<file path="src/sdpq_pkg.sv">
// ----------------------------------------------------------------------------
// sdpq_pkg
// Shared types and constants for the sorted date priority queue.
// ----------------------------------------------------------------------------
package sdpq_pkg;

	localparam int MONTH_W = 4;
	localparam int DAY_W   = 5;
	localparam int KEY_W   = MONTH_W + DAY_W;
	localparam int FILL_W  = 5;

	typedef enum logic [1:0] {
		STATUS_OK    = 2'd0,
		STATUS_EMPTY = 2'd1,
		STATUS_FULL  = 2'd2
	} status_t;

	typedef enum logic {
		REQ_ENQ = 1'b0,
		REQ_DEQ = 1'b1
	} req_t;

	typedef struct packed {
		logic load;
		logic exec;
	} dp_cmd_t;

endpackage

</file>
<file path="src/sdpq_ctrl.sv">
// ----------------------------------------------------------------------------
// sdpq_ctrl
// Request sequencer: accepts an item, runs one update step and holds the
// result valid until it is taken.
// ----------------------------------------------------------------------------
module sdpq_ctrl (
	input  logic              clk,
	input  logic              arst_n,
	input  logic              s_tvalid,
	output logic              s_tready,
	output logic              m_tvalid,
	input  logic              m_tready,
	output sdpq_pkg::dp_cmd_t cmd
);

	typedef enum logic [1:0] {
		CS_WAIT = 2'b01,
		CS_EXEC = 2'b10
	} ctrl_state_t;

	ctrl_state_t state_q;
	ctrl_state_t state_d;
	logic        out_valid_q;
	logic        accept;

	assign s_tready = (state_q == CS_WAIT) && (!out_valid_q || m_tready);
	assign accept   = s_tvalid && s_tready;
	assign m_tvalid = out_valid_q;

	assign cmd.load = accept;
	assign cmd.exec = (state_q == CS_EXEC);

	always_comb begin
		state_d = state_q;
		case (state_q)
			CS_WAIT: begin
				if (accept) state_d = CS_EXEC;
			end
			CS_EXEC: begin
				state_d = CS_WAIT;
			end
			default: begin
				state_d = CS_WAIT;
			end
		endcase
	end

	always_ff @(posedge clk or negedge arst_n) begin
		if (!arst_n) begin
			state_q     <= CS_WAIT;
			out_valid_q <= 1'b0;
		end else begin
			state_q <= state_d;
			if (cmd.exec) begin
				out_valid_q <= 1'b1;
			end else if (m_tready) begin
				out_valid_q <= 1'b0;
			end
		end
	end

endmodule

</file>
<file path="src/sdpq_datapath.sv">
// ----------------------------------------------------------------------------
// sdpq_datapath
// Sorted shift-register cells with parallel compare, entry count and
// result registers.
// ----------------------------------------------------------------------------
module sdpq_datapath #(
	parameter int QUEUE_DEPTH = 16
) (
	input  logic                           clk,
	input  logic                           arst_n,
	input  sdpq_pkg::dp_cmd_t              cmd,
	input  logic                           in_req_type,
	input  logic [sdpq_pkg::MONTH_W-1:0]   in_month,
	input  logic [sdpq_pkg::DAY_W-1:0]     in_day,
	output sdpq_pkg::status_t              res_status,
	output logic [sdpq_pkg::MONTH_W-1:0]   res_month,
	output logic [sdpq_pkg::DAY_W-1:0]     res_day,
	output logic [sdpq_pkg::FILL_W-1:0]    res_fill
);

	localparam int CNT_W = $clog2(QUEUE_DEPTH + 1);
	localparam int KW    = sdpq_pkg::KEY_W;

	logic [KW-1:0]    cell_q [QUEUE_DEPTH];
	logic [CNT_W-1:0] count_q;
	logic [CNT_W-1:0] count_d;
	logic             req_q;
	logic [KW-1:0]    key_q;
	logic             empty;
	logic             full;
	logic             do_enq;
	logic             do_deq;
	logic [QUEUE_DEPTH-1:0] gt;
	logic [QUEUE_DEPTH-1:0] at_end;

	sdpq_pkg::status_t                 status_q;
	logic [sdpq_pkg::MONTH_W-1:0]      month_q;
	logic [sdpq_pkg::DAY_W-1:0]        day_q;
	logic [sdpq_pkg::FILL_W-1:0]       fill_q;

	assign empty  = (count_q == '0);
	assign full   = (count_q == CNT_W'(QUEUE_DEPTH));
	assign do_enq = cmd.exec && (req_q == sdpq_pkg::REQ_ENQ) && !full;
	assign do_deq = cmd.exec && (req_q == sdpq_pkg::REQ_DEQ) && !empty;

	// per-cell compare against the new key
	for (genvar i = 0; i < QUEUE_DEPTH; i++) begin : g_cmp
		assign gt[i]     = (CNT_W'(i) < count_q) && (cell_q[i] > key_q);
		assign at_end[i] = (CNT_W'(i) == count_q);
	end

	always_comb begin
		count_d = count_q;
		if (do_enq) count_d = count_q + CNT_W'(1);
		else if (do_deq) count_d = count_q - CNT_W'(1);
	end

	// request latch
	always_ff @(posedge clk) begin
		if (cmd.load) begin
			req_q <= in_req_type;
			key_q <= {in_month, in_day};
		end
	end

	// cells
	for (genvar i = 0; i < QUEUE_DEPTH; i++) begin : g_cell
		always_ff @(posedge clk) begin
			if (do_enq) begin
				if (i > 0 && gt[(i > 0) ? i - 1 : 0]) begin
					cell_q[i] <= cell_q[(i > 0) ? i - 1 : 0];
				end else if (gt[i] || at_end[i]) begin
					cell_q[i] <= key_q;
				end
			end else if (do_deq) begin
				if (i < QUEUE_DEPTH - 1) begin
					cell_q[i] <= cell_q[(i < QUEUE_DEPTH - 1) ? i + 1 : i];
				end
			end
		end
	end

	always_ff @(posedge clk or negedge arst_n) begin
		if (!arst_n) begin
			count_q <= '0;
		end else begin
			count_q <= count_d;
		end
	end

	// result registers
	always_ff @(posedge clk) begin
		if (cmd.exec) begin
			status_q <= sdpq_pkg::STATUS_OK;
			month_q  <= '0;
			day_q    <= '0;
			fill_q   <= sdpq_pkg::FILL_W'(count_d);
			if (req_q == sdpq_pkg::REQ_ENQ) begin
				if (full) status_q <= sdpq_pkg::STATUS_FULL;
			end else if (empty) begin
				status_q <= sdpq_pkg::STATUS_EMPTY;
			end else begin
				month_q <= cell_q[0][KW-1:sdpq_pkg::DAY_W];
				day_q   <= cell_q[0][sdpq_pkg::DAY_W-1:0];
			end
		end
	end

	assign res_status = status_q;
	assign res_month  = month_q;
	assign res_day    = day_q;
	assign res_fill   = fill_q;

endmodule

</file>
<file path="src/sorted_date_priority_queue_core.sv">
// ----------------------------------------------------------------------------
// sorted_date_priority_queue_core
// Bounded priority queue of (month, day) keys kept in ascending order.
// ----------------------------------------------------------------------------
// an accepted item moves the sequencer to its update step, which loads the result
// registers; no item is accepted during that step or while a result waits on m_tready
// the update step compares all cells in parallel and shifts them together
// reset: asynchronous, clears the entry count and handshake state
// cell contents are undefined after reset and never read before written
// ----------------------------------------------------------------------------
module sorted_date_priority_queue_core #(
	parameter int QUEUE_DEPTH = 16
) (
	input  logic        clk,
	input  logic        arst_n,
	input  logic        s_tvalid,
	output logic        s_tready,
	input  logic [15:0] s_tdata,  // in_month[3:0], in_day[8:4], zero[15:9]
	input  logic [0:0]  s_tuser,  // req_type[0]
	output logic        m_tvalid,
	input  logic        m_tready,
	output logic [15:0] m_tdata,  // out_month[3:0], out_day[8:4], fill_count[13:9], zero[15:14]
	output logic [1:0]  m_tuser   // status[1:0]
);

	sdpq_pkg::dp_cmd_t              cmd;
	sdpq_pkg::status_t              res_status;
	logic [sdpq_pkg::MONTH_W-1:0]   res_month;
	logic [sdpq_pkg::DAY_W-1:0]     res_day;
	logic [sdpq_pkg::FILL_W-1:0]    res_fill;

	sdpq_ctrl u_ctrl (
		.clk      (clk),
		.arst_n   (arst_n),
		.s_tvalid (s_tvalid),
		.s_tready (s_tready),
		.m_tvalid (m_tvalid),
		.m_tready (m_tready),
		.cmd      (cmd)
	);

	sdpq_datapath #(
		.QUEUE_DEPTH (QUEUE_DEPTH)
	) u_datapath (
		.clk         (clk),
		.arst_n      (arst_n),
		.cmd         (cmd),
		.in_req_type (s_tuser[0]),
		.in_month    (s_tdata[3:0]),
		.in_day      (s_tdata[8:4]),
		.res_status  (res_status),
		.res_month   (res_month),
		.res_day     (res_day),
		.res_fill    (res_fill)
	);

	assign m_tdata = {2'b00, res_fill, res_day, res_month};
	assign m_tuser = res_status;

	a_exec_slot_free: assert property (@(posedge clk) disable iff (!arst_n)
		cmd.exec |-> !m_tvalid)
		else $error("update step while a result is still pending");

	a_accept_gives_result: assert property (@(posedge clk) disable iff (!arst_n)
		(s_tvalid && s_tready) |-> ##2 m_tvalid)
		else $error("accepted item produced no result");

	a_no_accept_in_exec: assert property (@(posedge clk) disable iff (!arst_n)
		cmd.exec |-> !s_tready)
		else $error("item accepted during update step");

endmodule

</file>
<file path="config.mk">
export PLATFORM = sky130hd
export DESIGN_NAME = sorted_date_priority_queue_core
export DESIGN_NICKNAME = d
export VERILOG_FILES = /design/src/sdpq_pkg.sv /design/src/sdpq_ctrl.sv /design/src/sdpq_datapath.sv /design/src/sorted_date_priority_queue_core.sv
export SDC_FILE = /design/constraint.sdc
export NUM_CORES = 1
export LEC_CHECK = 0
export BUFFER_PORTS_ARGS = -buffer_cell sky130_fd_sc_hd__clkbuf_2
export CORE_MARGIN = 1
export CORE_UTILIZATION = 31
export DETAILED_ROUTE_END_ITERATION = 16
export PLACE_DENSITY = 0.43
export SYNTH_ARGS = -nofsm -noshare
export SYNTH_HDL_FRONTEND = slang
export SYNTH_HIERARCHICAL = 1
export SYNTH_SLANG_ARGS = --single-unit
</file>
<file path="constraint.sdc">
create_clock -name clk -period 8.4 [get_ports clk]
set_input_delay 0.84 -clock clk [delete_from_list [all_inputs] [get_ports clk]]
set_output_delay 0.84 -clock clk [all_outputs]
set_load 0.01 [all_outputs]
</file>
==> results of run 1 <==
## critical path, stage by stage (launching register included)
cell and delay [ns]:
edfxtp_1 0.36, buf_4 0.26, inv_1 0.51, buf_4 0.37
ha_1 0.29, a21o_1 0.18, a21o_1 0.18, a2111oi_1 0.71
o21ai_1 0.43, o21ai_0 0.25, nand2_1 0.29
## power by group
part	switching, mW	internal, mW	leakage (nW)	total [mW]
combinational	0.741	0.315	3.44	1.06
sequential	0.0688	1.07	1.64	1.14
clock	0.417	0.424	0.285	0.841
total	1.23	1.81	5.37	3.03
## sequential cells by signal (all words and copies together) (netlist names)
| signal | cells |
|---|---|
| u_datapath/cell_q | 144 |
| u_datapath/key_q | 9 |
| u_datapath/count_q | 5 |
| u_datapath/res_day | 5 |
| u_datapath/res_fill | 5 |
| u_datapath/res_month | 4 |
| u_ctrl/state_q | 2 |
| u_datapath/res_status | 2 |
| u_ctrl/m_tvalid | 1 |
| u_datapath/req_q | 1 |
## cell usage after synthesis (32+ instances only)
cell type | n | area (um2)
clkbuf_1 | 57 | 214.0
edfxtp_1 | 170 | 5105
nand3_1 | 117 | 585.6
nor2_1 | 117 | 439.2
ha_1 | 149 | 1864
a21o_1 | 34 | 255.2
o21ai_0 | 96 | 480.5
inv_1 | 36 | 135.1
a21oi_1 | 43 | 215.2
a31oi_1 | 100 | 625.6
o21ai_1 | 32 | 160.2
nand2_1 | 119 | 446.7
## cells by family after synthesis
logic type	count (synthesis)
xor+xnor	5
compound gates	425
mux	18
simple gates	455
flops	178
buf+inv	117
other cells	1
fa+ha+maj	149
## worst paths after layout
kind | slack, ns | cells after the start | to | startpoint
min | 0.22 | 1 | u_ctrl/state_q[1] | arst_n
max reg2reg | 4.18 | 10 | u_datapath/cell_q[0][28] | u_datapath/key_q[6]
max | 4.18 | 10 | u_datapath/cell_q[0][28] | u_datapath/key_q[6]
min in group clk | 0.51 | 1 | u_ctrl/state_q[0] | u_ctrl/state_q[0]
min reg2reg | 0.51 | 1 | u_ctrl/state_q[0] | u_ctrl/state_q[0]
max in group asynchronous | 7.93 | 1 | u_ctrl/state_q[0] | arst_n
## metrics by stage
step / hold WS, ns / setup WS, ns / util / instances
global route: 0.2027 / 3.760 / 0.3473 / 1900
CTS: 0.1999 / 4.195 / 0.3473 / 1900
global placement: 0.4925 / 4.241 / 0.3329 / 1868
detailed placement: 0.4972 / 4.225 / 0.3329 / 1868
floorplan: 0.4646 / 5.109 / - / 1349
finish: 0.2155 / 4.185 / 0.3473 / 1900
## layer usage
| metal | global-route usage | up-vias | part of all wire | wire length, um |
|---|---|---|---|---|
| met5 | 0 | - | 0 | 0 |
| met3 | 0.03706 | 71 | 0.046 | 2190 |
| met2 | 0.3703 | 341 | 0.46 | 21810 |
| met1 | 0.3197 | 5525 | 0.47 | 22170 |
| met4 | 0.07169 | 0 | 0.027 | 1300 |
| li1 | - | 5238 | - | - |
## final cells by class
| class | instances | area (um2) |
|---|---|---|
| Fill cell | 4192 | 26650 |
| Multi-Input combinational cell | 1054 | 7052 |
| Sequential cell | 178 | 5306 |
| Tap cell | 532 | 665.6 |
| Timing Repair Buffer | 68 | 432.9 |
| Clock buffer | 17 | 425.4 |
| Clock inverter | 15 | 162.7 |
| Inverter | 36 | 135.1 |
==> impl_metrics.yaml, run 1 <==
routing:
  wl_per_cell_um: 24.99
  drt_iter0_markers: 996
  ant_nets: 0
  routed_wl_mm: 47.48
  vias_per_cell: 5.882
  vias: 11180
  drcViolationCount: 0
  dr.pass1.iters: 7
synthesis:
  synth_ff_type: "edfxtp_1"
  synth_top_family_by_area: "compound AO/OA/AOI/OAI gates"
  synth_cells: 1348
  synthAdderAreaFrac: 0.1456
  yosys.cell_types.count: 79
  synth.ff_latch_count: 178
  synthSimpleGateAreaFrac: 0.1692
  muxShareOfSynthArea: 0.01583
  syn_area_um2: 12800
  synth_compound_area_frac: 0.2143
  yosys_warnings: 6
  synth_xor_area_frac: 0.003420
  synth_edf_count: 170
  syn_avg_cell_area_um2: 9.499
  yosysSeqAreaShare: 0.4144
  async_flop_share: 0.04494
clock_network:
  clock-root-buffer: "clkbuf_16"
  htreeDepth: 4
  clk_pin_slew_worst_paths_ns: 0.08
  cts_buffers: 17
  cts_resized: 0
  clkLatencyLatePin_ns: 0.47
  postCtsSetupBuffers: 0
  cts_sinks: 178
  cts_tree: "yes"
  clockBufferDepth: 2
  cts_hold_buf: 0
sta:
  setup_viol: 0
  hold_viol_final: 0
  relSlewSlack: 0.2157
  min_period_over_period: 0.5018
  grt_setup_unrepaired: "no"
  finClkSkew_ns: 0.01209
  post-route-min-period_ns: 4.215
  slew_viol_final: 0
  max_freq_ghz: 0.2372
  finalSetupTns_ns: 0
  worst_pin_slew_ns: 1.169
setup_path:
  critPathRequiredTime_ns: 8.49
  endpoint_kind: "flop"
  crit_arrival_ns: 4.31
  worstPathMaxFanout: 14
  start_kind: "flop"
  crit_type: "flop to flop"
cells_and_area:
  nNetsFinal: 1525
  syn_to_final_growth_pct: 10.74
  drive_above_1_share: 0.08991
  design_area_um2: 14180
  num_antenna_cells: 0
  mostFrequentLayoutCells: "edfxtp_1 (170), ha_1 (149), nand2_1 (119), nor2_1 (116), nand3_1 (115)"
  final_common_cell: "edfxtp_1"
power:
  leakage_nw: 5.371
  powerDensity_nw_per_um2: 214.0
  ir_drop_mv: 0.1506
  p_total_mw: 3.034
placement:
  port_buffers: 31
  gp_congestion: 0.8349
  hpwl_mm: 32.78
  placed_cell_area_um2: 13590
die:
  num_rows: 74
  die_w_um: 205.2
  coreArea_um2: 40830
  ios: 41
  die-area_um2: 42120
  initial_core_util: 0.3136
  die_h_um: 205.2
job:
  max_cap_violations: 0
global_routing:
  grt_overflow_total: 0
  grt_pass1_vias: 11050
  antenna_found_initial: 0
  grt.total_usage: 0.2318
  grt_max_degree: 102
  grt_pass1_wl_mm: 71.25
hold_path:
  hp-class: "input port to async pin"
run_status:
  status: "finished, final reports clean"
Power figures use the tool's default switching activity.
==> inputs of run 2 (changes only) <==
ABC_AREA = 1   (was default)
PLACE_DENSITY = 0.42   (was 0.43)
clock period = 4.09 ns   (was 8.4 ns; I/O delays follow)
==> run 2 against run 1 <==
  * Register-to-register slack worse by 3.4 ns
  * Wire length shrank 7.2%
  * Cell count increased by 24%
  * Flip-flop and latch count unchanged
  * Core utilization rose by 0.084 points
  * Clock skew is 0.0020 ns lower
  * Die area is 5.5% higher
  * Global-route usage is 2.7 points lower
  * Critical endpoint is now u_datapath/cell_q[1][37]
==> impl_metrics.yaml, run 2 <==
clock_network:
  cts_buffers: 17
  cts_sinks: 178
  cts_hold_buf: 1
  htreeDepth: 4
  clockBufferDepth: 2
  clock-root-buffer: "clkbuf_16"
  clk_pin_slew_worst_paths_ns: 0.07
  postCtsSetupBuffers: 0
  cts_tree: "yes"
  clkLatencyLatePin_ns: 0.46
  cts_resized: 0
run_status:
  status: "finished, final reports clean"
synthesis:
  synth.ff_latch_count: 178
  yosys_warnings: 6
  synth_edf_count: 170
  synth_cells: 1736
  syn_area_um2: 13510
  synthTopCellsByArea: "edfxtp_1 (38%), nand2_1 (17%), ha_1 (14%)"
  synth_top_area_share: 0.3777
  yosysSeqAreaShare: 0.3926
  synth.most_common_cell: "nand2_1"
  synth_ff_type: "edfxtp_1"
  synth.cells.most_frequent: "nand2_1 (606), nand3_1 (281), inv_1 (201)"
  yosysTopAreaCell: "edfxtp_1"
  syn_avg_cell_area_um2: 7.785
  async_flop_share: 0.04494
  yosys.cell_types.count: 40
placement:
  hpwl_mm: 32.85
  port_buffers: 31
  gp_congestion: 0.8030
setup_path:
  crit_arrival_ns: 3.42
  endpoint_kind: "flop"
  critPathRequiredTime_ns: 4.17
  start_kind: "flop"
  rr_startpoint: "u_datapath/count_q[0]"
  startpoint: "u_datapath/count_q[0]"
  worstPathMaxFanout: 24
  crit_type: "flop to flop"
  ff2ff_setup_slack_ns: 0.75
cells_and_area:
  final_common_cell: "nand2_1"
  reg_top3: "u_datapath/cell_q x144, u_datapath/key_q x9"
  fillers: 4586
  nNetsFinal: 1934
  drive_above_1_share: 0.08160
  mostFrequentLayoutCells: "nand2_1 (606), nand3_1 (281), inv_1 (201), edfxtp_1 (170), ha_1 (149)"
  num_antenna_cells: 0
  top_register: "u_datapath/cell_q"
  syn_to_final_growth_pct: 10.96
  largest_reg_flops: 144
sta:
  hold_viol_final: 0
  grt_setup_unrepaired: "no"
  min_period_over_period: 0.8155
  setup_viol: 0
  relSlewSlack: 0.3206
  finClkSkew_ns: 0.01008
  finalSetupTns_ns: 0
  worst_pin_slew_ns: 1.015
  slew_viol_final: 0
  post-route-min-period_ns: 3.335
  max_freq_ghz: 0.2998
die:
  ios: 41
  die_w_um: 210.8
  die_h_um: 210.8
  num_rows: 76
  coreArea_um2: 43080
  initial_core_util: 0.3137
  die-area_um2: 44430
routing:
  drt_iter0_markers: 739
  routed_wl_mm: 44.07
  ant_nets: 0
  vias_per_cell: 4.896
  dr.pass1.iters: 5
  vias: 11570
  drcViolationCount: 0
  wl_per_cell_um: 18.66
hold_path:
  hp-class: "input port to flop"
  hp-start: "s_tvalid"
power:
  p_total_mw: 6.061
  swShare: 0.3924
  ir_drop_mv: 0.3048
  p_sw_mw: 2.378
  powerDensity_nw_per_um2: 404.2
  leakage_nw: 7.328
  p_comb_frac: 0.330
  p_int_mw: 3.683
  pwr-share-seq: 0.394
  pwr-share-clk: 0.276
global_routing:
  grt_busiest_layer: "met2"
  grt_max_degree: 58
  antenna_found_initial: 0
  grt_use_met1: 0.2791
  grt_pass1_vias: 11440
  grt_pass1_wl_mm: 67.89
  grt_overflow_total: 0
  use_met3: 0.02468
  met2_usage: 0.3459
  grt.total_usage: 0.2053
job:
  max_cap_violations: 0
-- run 2: cell count changes after synthesis, moves of 14 or more --
cell	change
a21o_1	-19
a31oi_1	-98
and3_1	-15
clkbuf_1	-39
inv_1	+165
mux2_1	-18
nand2_1	+487
nand2_2	+15
nand3_1	+164
nand4_1	-27
nor2_1	-41
o21ai_0	-75
o21ai_1	-14
-- run 2: power groups by stage --
stage | registers (mW) | logic [mW] | clock network (mW)
global route | 2.41 | 2.26 | 1.78
detailed placement | 2.43 | 2.00 | 0
finish | 2.39 | 2.00 | 1.67
CTS | 2.39 | 2.01 | 1.72
floorplan | 2.33 | 1.44 | 0
global placement | 2.43 | 1.98 | 0
-- run 2: final timing paths --
path | endpoint | cells after the start
max in group asynchronous | u_ctrl/state_q[0] | 2
hold / removal | u_ctrl/state_q[0] | 2
setup reg to reg | u_datapath/cell_q[1][37] | 8
hold reg to reg | u_ctrl/state_q[0] | 2
setup / recovery | u_datapath/cell_q[1][37] | 8
min in group asynchronous | u_datapath/count_q[4] | 2
-- run 2: worst max-delay path, cell delays in order, from the launching register on --
cell	delay, ns
dfrtp_1	0.55
inv_1	0.21
ha_1	0.32
nand3_2	0.13
nand3_4	0.42
buf_4	0.41
a21oi_4	0.30
nand2_4	0.14
o211ai_1	0.48
-- run 2: cell families (layout without fill, tap and decap cells) --
family | Yosys count | count (layout) | synth area share
compound gates | 120 | 120 | 0.06046
xor+xnor | 4 | 4 | 0.002592
fa+ha+maj | 149 | 149 | 0.1380
buf+inv | 266 | 306 | 0.07879
flops | 178 | 178 | 0.3926
other cells | 1 | 2 | 0.0002775
simple gates | 1018 | 1018 | 0.3273
-- run 2: per-stage QoR --
step | hold WS (ns) | std cells | utilization | cell area [um2] | worst slack [ns]
global route | 0.1008 | 2362 | 0.3481 | 15000 | 0.4880
global placement | 0.3188 | 2329 | 0.3348 | 14420 | 0.8025
finish | 0.1237 | 2362 | 0.3481 | 15000 | 0.7546
CTS | 0.09717 | 2362 | 0.3481 | 15000 | 0.7308
floorplan | 0.1134 | 1737 | - | 13520 | 1.020
detailed placement | 0.3270 | 2329 | 0.3348 | 14420 | 0.7592
-- run 2: area by class of cell --
| cell class | instances | area, um2 | area share |
|---|---|---|---|
| Tap cell | 585 | 732.0 | 0.04881 |
| Inverter | 216 | 814.5 | 0.05432 |
| Multi-Input combinational cell | 1293 | 7154 | 0.4771 |
| Sequential cell | 178 | 5306 | 0.3539 |
| Clock buffer | 27 | 483.0 | 0.03221 |
| Clock inverter | 5 | 82.58 | 0.005507 |
| Timing Repair Buffer | 58 | 422.9 | 0.02820 |
-- run 2: metal layers --
metal | share of wire | wire, um
met3 | 0.034 | 1494
met1 | 0.48 | 21230
met2 | 0.47 | 20720
met5 | 0 | 0
met4 | 0.014 | 634
==> inputs of run 3 (changes only) <==
clock period = 3.25 ns   (was 4.09 ns; I/O delays follow)
==> run 3 against run 2 <==
  * Global-route usage up 0.13 points
  * Critical endpoint is now u_datapath/cell_q[0][24]
  * Non-clock buffer count increased by 13
  * Cell area up 1.2%
  * Critical path depth up 2
  * Highest routed layer unchanged
  * Via count is 0.22% higher
  * First-iteration DRC count down 8.1%
  * Clock skew is essentially flat
  * Largest power group unchanged
  * Worst hold slack worse by 0.087 ns
  * Fmax grew 14%
==> impl_metrics.yaml, run 3 (same netlist as run 2, synthesis figures left out) <==
power:
  powerDensity_nw_per_um2: 513.9
  leakage_nw: 7.437
  ir_drop_mv: 0.3715
sta:
  finClkSkew_ns: 0.009900
  setup_viol: 0
  slew_viol_final: 0
  max_freq_ghz: 0.3430
  relSlewSlack: 0.2805
  hold_viol_final: 0
  post-route-min-period_ns: 2.916
  min_period_over_period: 0.8972
  worst_pin_slew_ns: 1.075
  finalSetupTns_ns: 0
  grt_setup_unrepaired: "no"
die:
  num_rows: 76
  coreArea_um2: 43080
  ios: 41
  die_w_um: 210.8
  die_h_um: 210.8
  die-area_um2: 44430
  initial_core_util: 0.3137
clock_network:
  clk_pin_slew_worst_paths_ns: 0.07
  cts_resized: 0
  htreeDepth: 4
  cts_tree: "yes"
  cts_buffers: 17
  clkLatencyLatePin_ns: 0.46
  cts_sinks: 178
  clock-root-buffer: "clkbuf_16"
  clockBufferDepth: 2
routing:
  wl_per_cell_um: 18.75
  routed_wl_mm: 44.53
  drt_iter0_markers: 679
  dr.pass1.iters: 6
  ant_nets: 0
  drcViolationCount: 0
  vias_per_cell: 4.880
  vias: 11590
global_routing:
  grt_overflow_total: 0
  antenna_found_initial: 0
  grt_pass1_wl_mm: 67.95
  grt_max_degree: 63
  grt.total_usage: 0.2067
  grt_pass1_vias: 11320
setup_path:
  start_kind: "flop"
  worstPathMaxFanout: 10
  crit_arrival_ns: 2.99
  endpoint_kind: "flop"
  critPathRequiredTime_ns: 3.32
  crit_type: "flop to flop"
  rr_startpoint: "u_datapath/key_q[8]"
  startpoint: "u_datapath/key_q[8]"
hold_path:
  hp-class: "input port to flop"
  hp-start: "s_tvalid"
cells_and_area:
  mostFrequentLayoutCells: "nand2_1 (606), nand3_1 (281), inv_1 (201), edfxtp_1 (170), ha_1 (149)"
  reg_top3: "u_datapath/cell_q x144, u_datapath/key_q x9"
  final_cells: 2375
  final_common_cell: "nand2_1"
  drive_above_1_share: 0.09106
  top_register: "u_datapath/cell_q"
  nNetsFinal: 1947
  syn_to_final_growth_pct: 12.34
  num_antenna_cells: 0
  largest_reg_flops: 144
run_status:
  status: "finished, final reports clean"
job:
  max_cap_violations: 0
placement:
  placedCellCount: 2342
  port_buffers: 31
  gp_congestion: 0.8423
  hpwl_mm: 33.24
run 3: power by group:
group / leakage, nW / internal (mW) / switching (mW)
logic: 5.51 / 0.737 / 1.91
registers: 1.64 / 2.78 / 0.183
clock network: 0.286 / 1.21 / 0.982
run 3: metal layers:
metal	routed length (um)	track usage	vias up
met5	0	0	-
met4	780	0.05472	0
met3	1602	0.03018	50
met2	20930	0.3451	207
met1	21220	0.2783	5499
li1	-	-	5834
run 3: final timing paths:
| path | end | slack [ns] | cells past startpoint |
|---|---|---|---|
| max reg2reg | u_datapath/cell_q[0][24] | 0.33 | 10 |
| min reg2reg | u_ctrl/state_q[0] | 0.51 | 2 |
| min | u_ctrl/state_q[0] | 0.04 | 2 |
| max | u_datapath/cell_q[0][24] | 0.33 | 10 |
| max in group asynchronous | u_ctrl/state_q[0] | 2.70 | 2 |
| min in group asynchronous | u_ctrl/m_tvalid | 0.27 | 2 |
run 3: area by class of cell:
type | count | area [um2]
fill | 4594 | 27890
inverter | 216 | 814.5
multi-input combinational | 1293 | 7154
clock inverter | 14 | 162.7
tap | 585 | 732.0
timing repair buffer | 71 | 583.1
clock buffer | 18 | 429.2
sequential | 178 | 5306
run 3: critical path, cell delays in order (launching register included):
cell and delay (ns):
edfxtp_1 0.40, inv_1 0.13, buf_4 0.26, ha_1 0.29
a21o_1 0.16, nor2_1 0.15, nand3_1 0.19, nand2_1 0.16
nand2_2 0.15, nand2_2 0.21, o211ai_1 0.41
run 3: repair_timing:
action                     4_1_cts  5_1_grt
hold endpoints to repair         8        0
hold buffers                     1        0
setup endpoints to repair        0        0
buffers inserted                 0        0
run 3: stage by stage:
stage | hold slack [ns] | power (mW) | util | area (um2) | setup WS, ns
3_3_place_gp | 0.2263 | 5.631 | 0.3385 | 14580 | 0.3606
3_5_place_dp | 0.2257 | 5.658 | 0.3385 | 14580 | 0.3058
4_1_cts | 0.01060 | 7.868 | 0.3524 | 15180 | 0.2958
6_report | 0.03668 | 7.802 | 0.3524 | 15180 | 0.3342
2_1_floorplan | 0.02941 | 4.741 | - | 13520 | 0.1799
5_1_grt | 0.01404 | 8.273 | 0.3524 | 15180 | 0.05063
